$ cat src/rtl/core/b64enc_pkg.sv
// ----------------------------------------------------------------------------
// b64enc_pkg
// Shared types, constants and the sextet-to-character mapping for the base64
// stream encoder.
// ----------------------------------------------------------------------------
package b64enc_pkg;

	localparam int unsigned GqDepthDefault = 2;
	localparam int unsigned CfgIdxW = 2;

	localparam logic       CMD_DATA  = 1'b0;
	localparam logic       CMD_FLUSH = 1'b1;

	localparam logic [CfgIdxW-1:0] REG_URL_ALPHABET = 2'd0;
	localparam logic [CfgIdxW-1:0] REG_PAD_ENABLE   = 2'd1;

	localparam logic [6:0] PAD_CHAR   = 7'h3D;
	localparam logic [6:0] CHAR_PLUS  = 7'h2B;
	localparam logic [6:0] CHAR_SLASH = 7'h2F;
	localparam logic [6:0] CHAR_DASH  = 7'h2D;
	localparam logic [6:0] CHAR_UNDER = 7'h5F;
	localparam logic [6:0] CHAR_UPPER_A = 7'h41;
	localparam logic [6:0] CHAR_LOWER_A = 7'h61;
	localparam logic [6:0] CHAR_ZERO    = 7'h30;

	typedef struct packed {
		logic       cmd;
		logic [7:0] data_byte;
	} b64_in_t;

	typedef struct packed {
		logic [6:0] out_char;
		logic       last;
	} b64_out_t;

	typedef struct packed {
		logic url_alphabet;
		logic pad_enable;
	} b64_cfg_t;

	// One group of one to three bytes; unused bytes are zero.
	typedef struct packed {
		logic [7:0] b0;
		logic [7:0] b1;
		logic [7:0] b2;
		logic [1:0] n;
	} b64_group_t;

	function automatic logic [6:0] sextet_char(input logic [5:0] v, input logic url);
		logic [6:0] ch;
		priority if (v < 6'd26) begin
			ch = CHAR_UPPER_A + 7'(v);
		end else if (v < 6'd52) begin
			ch = CHAR_LOWER_A + 7'(v - 6'd26);
		end else if (v < 6'd62) begin
			ch = CHAR_ZERO + 7'(v - 6'd52);
		end else if (v == 6'd62) begin
			ch = url ? CHAR_DASH : CHAR_PLUS;
		end else begin
			ch = url ? CHAR_UNDER : CHAR_SLASH;
		end
		return ch;
	endfunction

endpackage

$ cat src/rtl/core/b64enc_front.sv
// ----------------------------------------------------------------------------
// b64enc_front
// Accepts input items, holds the first two bytes of a group and hands a
// complete or flushed group to the group queue.
// ----------------------------------------------------------------------------
module b64enc_front (
	input  logic                  clk,
	input  logic                  arst_n,
	input  logic                  push,
	output logic                  full,
	input  b64enc_pkg::b64_in_t   byte_item,
	output logic                  gq_wr,
	output b64enc_pkg::b64_group_t gq_wdata,
	input  logic                  gq_full
);
	import b64enc_pkg::*;

	logic [1:0] held_count_q;
	logic [7:0] held0_q;
	logic [7:0] held1_q;
	logic       accept;
	logic [1:0] count;

	assign full   = gq_full;
	assign accept = push && !gq_full;
	// A count of three cannot arise; treat it as empty.
	assign count  = (held_count_q == 2'd3) ? 2'd0 : held_count_q;

	always_comb begin
		gq_wdata.b0 = held0_q;
		gq_wdata.b1 = (count == 2'd2) ? held1_q : 8'd0;
		gq_wdata.b2 = 8'd0;
		gq_wdata.n  = count;
		gq_wr       = 1'b0;
		if (accept) begin
			if (byte_item.cmd == CMD_FLUSH) begin
				gq_wr = (count != 2'd0);
			end else if (count == 2'd2) begin
				gq_wr       = 1'b1;
				gq_wdata.b2 = byte_item.data_byte;
				gq_wdata.n  = 2'd3;
			end
		end
	end

	always_ff @(posedge clk or negedge arst_n) begin
		if (!arst_n) begin
			held_count_q <= 2'd0;
		end else if (accept) begin
			if (byte_item.cmd == CMD_FLUSH || count == 2'd2) begin
				held_count_q <= 2'd0;
			end else begin
				held_count_q <= count + 2'd1;
			end
		end
	end

	always_ff @(posedge clk) begin
		if (accept && byte_item.cmd == CMD_DATA) begin
			if (count == 2'd0) begin
				held0_q <= byte_item.data_byte;
			end
			if (count == 2'd1) begin
				held1_q <= byte_item.data_byte;
			end
		end
	end

endmodule

$ cat src/rtl/core/b64enc_gq.sv
// ----------------------------------------------------------------------------
// b64enc_gq
// Short queue of byte groups between the front and the character back end.
// ----------------------------------------------------------------------------
module b64enc_gq #(
	parameter int unsigned Depth = b64enc_pkg::GqDepthDefault
) (
	input  logic                   clk,
	input  logic                   arst_n,
	input  logic                   wr,
	input  b64enc_pkg::b64_group_t wdata,
	input  logic                   rd,
	output b64enc_pkg::b64_group_t rdata,
	output logic                   gq_full,
	output logic                   gq_empty
);
	import b64enc_pkg::*;

	localparam int unsigned PtrW = (Depth > 1) ? $clog2(Depth) : 1;
	localparam int unsigned CntW = $clog2(Depth + 1);
	localparam logic [PtrW-1:0] LastPtr = PtrW'(Depth - 1);

	b64_group_t          mem_q [Depth];
	logic [PtrW-1:0]     wptr_q;
	logic [PtrW-1:0]     rptr_q;
	logic [CntW-1:0]     cnt_q;
	logic                do_wr;
	logic                do_rd;

	assign gq_full  = (cnt_q == CntW'(Depth));
	assign gq_empty = (cnt_q == '0);
	assign do_wr    = wr && !gq_full;
	assign do_rd    = rd && !gq_empty;
	assign rdata    = mem_q[rptr_q];

	always_ff @(posedge clk or negedge arst_n) begin
		if (!arst_n) begin
			wptr_q <= '0;
			rptr_q <= '0;
			cnt_q  <= '0;
		end else begin
			if (do_wr) begin
				wptr_q <= (wptr_q == LastPtr) ? '0 : wptr_q + 1'b1;
			end
			if (do_rd) begin
				rptr_q <= (rptr_q == LastPtr) ? '0 : rptr_q + 1'b1;
			end
			if (do_wr && !do_rd) begin
				cnt_q <= cnt_q + 1'b1;
			end else if (do_rd && !do_wr) begin
				cnt_q <= cnt_q - 1'b1;
			end
		end
	end

	always_ff @(posedge clk) begin
		if (do_wr) begin
			mem_q[wptr_q] <= wdata;
		end
	end

endmodule

$ cat src/rtl/core/b64enc_back.sv
// ----------------------------------------------------------------------------
// b64enc_back
// Takes groups from the queue and emits their characters one per cycle into
// an output register, holding while that register is full and not popped.
// ----------------------------------------------------------------------------
module b64enc_back (
	input  logic                   clk,
	input  logic                   arst_n,
	input  b64enc_pkg::b64_cfg_t   cfg,
	input  b64enc_pkg::b64_group_t gq_rdata,
	input  logic                   gq_empty,
	output logic                   gq_rd,
	output logic                   empty,
	input  logic                   pop,
	output b64enc_pkg::b64_out_t   char_item
);
	import b64enc_pkg::*;

	b64_group_t grp_q;
	logic       cur_valid_q;
	logic [1:0] idx_q;
	logic       out_valid_q;
	b64_out_t   out_q;

	logic       slot_free;
	logic       adv;
	logic       finish;
	logic [1:0] last_idx;
	logic [5:0] s0, s1, s2, s3;
	b64_out_t   ch;

	assign s0 = grp_q.b0[7:2];
	assign s1 = {grp_q.b0[1:0], grp_q.b1[7:4]};
	assign s2 = {grp_q.b1[3:0], grp_q.b2[7:6]};
	assign s3 = grp_q.b2[5:0];

	// Full groups and padded partial groups give four characters; an
	// unpadded partial group gives one more than its byte count.
	assign last_idx  = (grp_q.n == 2'd3 || cfg.pad_enable) ? 2'd3 : grp_q.n;
	assign slot_free = !out_valid_q || pop;
	assign adv       = cur_valid_q && slot_free;
	assign finish    = adv && (idx_q == last_idx);
	assign gq_rd     = !gq_empty && (!cur_valid_q || finish);

	always_comb begin
		ch.last = (idx_q == last_idx);
		unique case (idx_q)
			2'd0: ch.out_char = sextet_char(s0, cfg.url_alphabet);
			2'd1: ch.out_char = sextet_char(s1, cfg.url_alphabet);
			2'd2: ch.out_char = (grp_q.n >= 2'd2) ? sextet_char(s2, cfg.url_alphabet)
			                                      : PAD_CHAR;
			2'd3: ch.out_char = (grp_q.n == 2'd3) ? sextet_char(s3, cfg.url_alphabet)
			                                      : PAD_CHAR;
			default: ch.out_char = PAD_CHAR;
		endcase
	end

	always_ff @(posedge clk or negedge arst_n) begin
		if (!arst_n) begin
			cur_valid_q <= 1'b0;
			idx_q       <= 2'd0;
			out_valid_q <= 1'b0;
		end else begin
			if (gq_rd) begin
				cur_valid_q <= 1'b1;
				idx_q       <= 2'd0;
			end else if (finish) begin
				cur_valid_q <= 1'b0;
				idx_q       <= 2'd0;
			end else if (adv) begin
				idx_q <= idx_q + 2'd1;
			end
			if (adv) begin
				out_valid_q <= 1'b1;
			end else if (pop) begin
				out_valid_q <= 1'b0;
			end
		end
	end

	always_ff @(posedge clk) begin
		if (gq_rd) begin
			grp_q <= gq_rdata;
		end
		if (adv) begin
			out_q <= ch;
		end
	end

	assign empty     = !out_valid_q;
	assign char_item = out_q;

endmodule

$ cat src/rtl/core/base64_stream_encoder_core.sv
// ----------------------------------------------------------------------------
// base64_stream_encoder_core
// Base64 encoder: bytes in, characters out, with selectable alphabet and
// optional padding on a flushed partial group.
// ----------------------------------------------------------------------------
//  Channel   Handshake           Payload
//  input     push / full         byte_item (cmd, data_byte)
//  result    empty / pop         char_item (out_char, last)
//  config    cfg_valid/cfg_ready cfg_index, cfg_data
//
// An input item is taken every cycle while the group queue has room; the back
// end turns each group into characters, four for three data bytes and up to
// four for a flush. The character rate of the back end sets the sustained
// throughput. Reset empties the held bytes, the group queue and the output
// register. The front stalls only on a full group queue; the back stalls only
// while the output register is not taken.
// ----------------------------------------------------------------------------
module base64_stream_encoder_core #(
	parameter int unsigned GqDepth = b64enc_pkg::GqDepthDefault
) (
	input  logic                              clk,
	input  logic                              arst_n,
	input  logic                              push,
	output logic                              full,
	input  b64enc_pkg::b64_in_t               byte_item,
	output logic                              empty,
	input  logic                              pop,
	output b64enc_pkg::b64_out_t              char_item,
	input  logic                              cfg_valid,
	output logic                              cfg_ready,
	input  logic [b64enc_pkg::CfgIdxW-1:0]    cfg_index,
	input  logic                              cfg_data
);
	import b64enc_pkg::*;

	b64_cfg_t   cfg_q;
	logic       gq_wr;
	logic       gq_rd;
	logic       gq_full;
	logic       gq_empty;
	b64_group_t gq_wdata;
	b64_group_t gq_rdata;

	assign cfg_ready = 1'b1;

	always_ff @(posedge clk or negedge arst_n) begin
		if (!arst_n) begin
			cfg_q.url_alphabet <= 1'b0;
			cfg_q.pad_enable   <= 1'b1;
		end else if (cfg_valid && cfg_ready) begin
			if (cfg_index == REG_URL_ALPHABET) begin
				cfg_q.url_alphabet <= cfg_data;
			end
			if (cfg_index == REG_PAD_ENABLE) begin
				cfg_q.pad_enable <= cfg_data;
			end
		end
	end

	b64enc_front u_front (
		.clk       (clk),
		.arst_n    (arst_n),
		.push      (push),
		.full      (full),
		.byte_item (byte_item),
		.gq_wr     (gq_wr),
		.gq_wdata  (gq_wdata),
		.gq_full   (gq_full)
	);

	b64enc_gq #(
		.Depth (GqDepth)
	) u_gq (
		.clk      (clk),
		.arst_n   (arst_n),
		.wr       (gq_wr),
		.wdata    (gq_wdata),
		.rd       (gq_rd),
		.rdata    (gq_rdata),
		.gq_full  (gq_full),
		.gq_empty (gq_empty)
	);

	b64enc_back u_back (
		.clk       (clk),
		.arst_n    (arst_n),
		.cfg       (cfg_q),
		.gq_rdata  (gq_rdata),
		.gq_empty  (gq_empty),
		.gq_rd     (gq_rd),
		.empty     (empty),
		.pop       (pop),
		.char_item (char_item)
	);

endmodule

$ cat config.mk
export PLATFORM = sky130hd
export DESIGN_NAME = base64_stream_encoder_core
export DESIGN_NICKNAME = d
export VERILOG_FILES = /design/src/rtl/core/b64enc_pkg.sv /design/src/rtl/core/b64enc_front.sv /design/src/rtl/core/b64enc_gq.sv /design/src/rtl/core/b64enc_back.sv /design/src/rtl/core/base64_stream_encoder_core.sv
export SDC_FILE = /design/constraint.sdc
export NUM_CORES = 1
export LEC_CHECK = 0
export CELL_PAD_IN_SITES_DETAIL_PLACEMENT = 2
export CELL_PAD_IN_SITES_GLOBAL_PLACEMENT = 2
export CORE_MARGIN = 2
export CORE_UTILIZATION = 41
export DETAILED_ROUTE_END_ITERATION = 10
export DONT_BUFFER_PORTS = 1
export PLACE_DENSITY = 0.83
export SETUP_SLACK_MARGIN = 0.05
export SKIP_LAST_GASP = 1
export SLEW_MARGIN = 20
export SYNTH_ARGS = -nofsm -noshare
export SYNTH_HDL_FRONTEND = slang
export SYNTH_SLANG_ARGS = --single-unit
$ cat constraint.sdc
create_clock -name clk -period 4.2 [get_ports clk]
set_input_delay 1.26 -clock clk [delete_from_list [all_inputs] [get_ports clk]]
set_output_delay 1.26 -clock clk [all_outputs]
set_load 0.005 [all_outputs]
==> impl_metrics.yaml <==
power_and_ir_drop:
  power_leakage_nw: 2.43
  combPwrFrac_pct: 28.3
  sequentialPowerShare_pct: 40.5
  vdd_drop_max_v: 0.000332
  p_sw_share_pct: 36.1
  power_switching_mw: 1.64
  power.internal_mw: 2.90
  clockPowerShare_pct: 31.2
  p_per_area_mw_per_mm2: 681
  power_mw: 4.54
grt:
  antenna_found_initial: 0
  grt.overflow.total: 0
  grt.total_usage_pct: 21.3
  grt_max_degree: 28
  grt_first_pass_wirelength_um: 25000
  grt_pass1_vias: 4382
logic_synthesis:
  synth_top_family_by_area: "compound AO/OA/AOI/OAI gates"
  syn_nets: 540
  async_flop_share_pct: 10.5
  syn_inst: 492
  synthXorXnorAreaFrac_pct: 2.21
  synth-simple-area-share_pct: 10.5
  synthAdderAreaFrac_pct: 6.52
  synthFlopType: "edfxtp_1"
  yosysWarnings: 0
  synth.area.top_cells: "edfxtp_1, ha_1, mux2_2, dfrtp_1, a21oi_1"
  synth-seq-cells: 114
  synth-compound-area-share_pct: 14.0
  yosysTopAreaCellShare_pct: 51.5
  synth.area.mux_share_pct: 5.97
  synth_edf_count: 102
  ys_seq_area_share_pct: 56.6
  syn_area_mm2: 0.00595
  syn_area_per_cell_um2: 12.1
  ys_types: 64
  yosys.area.top_type: "edfxtp_1"
placement:
  place.port_buffers: 0
  dp.cells: 655
  hpwl_um: 11600
  gp_congestion: 0.914
cts:
  post_cts_resize_count: 0
  cts_root_buf: "clkbuf_16"
  postCtsSetupBuffers: 0
  cts_tree: "built"
  clk_latency_ns: 0.42
  htree_levels: 4
  cts_hold_buf: 0
  numCtsBuffers: 17
  clk_pin_slew_ns: 0.06
  clockBufferDepth: 2
  cts_num_sinks: 114
detailed_routing:
  firstDrtPassIters: 4
  drtIter0Drc: 202
  postRouteAntennaNets: 0
  via_count: 3943
  drc: 0
  wirelength_um: 15900
  wire_per_inst_um: 23.2
  viasPerCell: 5.74
die:
  die_w_um: 124
  ioPinCount: 28
  rows: 44
  start_util_pct: 41.4
  core_mm2: 0.0144
  die-area_mm2: 0.0155
  die_y_um: 124
worst_setup_path:
  worstSetupPathType: "register to register"
  path_max_fanout: 11
  arrival_ns: 3.11
  cp-start-kind: "register"
  critPathRequiredTime_ns: 4.45
  slowest_delay_ns: 0.79
  timing.rr.start: "u_back.grp_q[17]"
  slowest_stage: "a21oi_1"
  setup.worst_path.start: "u_back.grp_q[17]"
  endpoint_kind: "register"
  rr_worst_depth: 7
  crit_chain: "ha_1, a21o_1, a21oi_1, nor3_1, a2111oi_1, a211oi_1, a32oi_1"
  r2r_slack_ns: 1.34
timing:
  clock-skew-final_ns: 0.0100
  grt_setup_unrepaired: "no"
  post-route-period-util_pct: 68.2
  finalHoldViolCount: 0
  period_needed_ns: 2.86
  fmax_mhz: 349
  maxSlewHeadroom_pct: 30.7
  setup-violations-final: 0
  setup_tns_ns: 0
  drv_slew: 0
  worstMarginPinSlew_ns: 1.04
finish:
  synthToLayoutAreaGrowth_pct: 12.1
  diodes: 0
  layout-drive-gt1-share_pct: 14.9
  layout_commonest_cell: "edfxtp_1"
  final_cell_mix: "edfxtp_1, inv_1, a21oi_1, ha_1, mux2_2"
  num-nets-final: 538
  stdcell_count: 687
outcome:
  status: "complete, no violations"
min_path:
  holdCritPathClass: "register to register"
  hp-start: "u_front.held0_q[5]"
  holdPathStages: 0
flow_run:
  maxCapViolations: 0
logic make-up (layout without fill, tap and decap cells):
| logic type | Yosys count | after routing |
|---|---|---|
| AO/OA/AOI/OAI | 122 | 122 |
| AND/OR/NAND/NOR | 118 | 118 |
| flip-flops | 114 | 114 |
| buffers and inverters | 59 | 70 |
| multiplexers | 32 | 32 |
| adder cells (fa/ha/maj) | 31 | 31 |
| XOR/XNOR | 15 | 15 |
| other | 1 | 1 |
cell type report:
type	instances	area (um2)
Tap cell	184	230
Clock inverter	15	159
Clock buffer	17	425
Multi-Input combinational cell	319	2340
Timing Repair Buffer	2	15.0
Inverter	36	135
Fill cell	1397	7700
Sequential cell	114	3370
critical path, delay by kind of cell (launching register included):
kind	cells	cell delay, ns
AOI/OAI and AO/OA	5	1.68
DFF	1	0.56
adders and majority gates	1	0.37
and+or+nand+nor	1	0.09
Yosys cell counts, drive strengths merged, types with 5 or more instances:
| library cell | number |
|---|---|
| nand2 | 22 |
| a32oi | 7 |
| ha | 31 |
| o31ai | 5 |
| a21o | 6 |
| nand3 | 13 |
| edfxtp | 102 |
| a31oi | 9 |
| nor3 | 14 |
| inv | 36 |
| buf | 15 |
| nor2 | 24 |
| nand3b | 5 |
| mux2 | 28 |
| a211oi | 6 |
| xnor2 | 11 |
| dfrtp | 11 |
| and2 | 12 |
| and3 | 10 |
| clkbuf | 8 |
| a21oi | 33 |
| o21ai | 21 |
through the flow:
stage / instance area (um2) / util (%) / worst slack [ns] / hold WS (ns)
after floorplan: 5950 / - / 0.484 / 0.421
after detailed placement: 6090 / 42.4 / 1.28 / 0.451
after CTS: 6670 / 46.4 / 1.39 / 0.467
after global routing: 6670 / 46.4 / 1.17 / 0.472
after global placement: 6090 / 42.4 / 1.48 / 0.435
final: 6670 / 46.4 / 1.34 / 0.462
registers in the layout, summed over array words and instances, names as in the netlist:
register and flops:
u_back.cur_valid_q 1, u_back.out_valid_q 1, u_gq.cnt_q 2, u_gq.rptr_q 1, u_back.idx_q 2, u_front.held1_q 8, u_back.char_item 8, u_gq.mem_q 52
u_gq.wptr_q 1, cfg_q 2, u_front.held_count_q 2, u_back.grp_q 26, u_front.held0_q 8
per-layer routing:
metal / wire length, um / part of all wire, % / vias to the layer above / track usage (%)
met1: 6890 / 43 / 1991 / 25.9
met3: 411 / 2.6 / 23 / 4.85
li1: - / - / 1864 / -
met5: 0 / 0 / - / 0
met4: 331 / 2.1 / 0 / 7.47
met2: 8300 / 52 / 65 / 37.2
final timing paths:
path / end
min: u_gq.mem_q[0][23]
max reg2reg: u_back.char_item[3]
max: u_back.char_item[3]
max in group asynchronous: cfg_q[0]
min reg2reg: u_gq.mem_q[0][23]
min in group asynchronous: u_gq.wptr_q
power by group through the flow:
| stage | Combinational, mW | Clock [mW] | Sequential (mW) |
|---|---|---|---|
| after floorplan | 1.03 | 0 | 1.68 |
| after global routing | 1.42 | 1.49 | 1.88 |
| after global placement | 1.18 | 0 | 1.83 |
| after CTS | 1.29 | 1.44 | 1.84 |
| final | 1.29 | 1.42 | 1.84 |
| after detailed placement | 1.28 | 0 | 1.86 |
No activity file was read; power rests on OpenSTA's default activity.
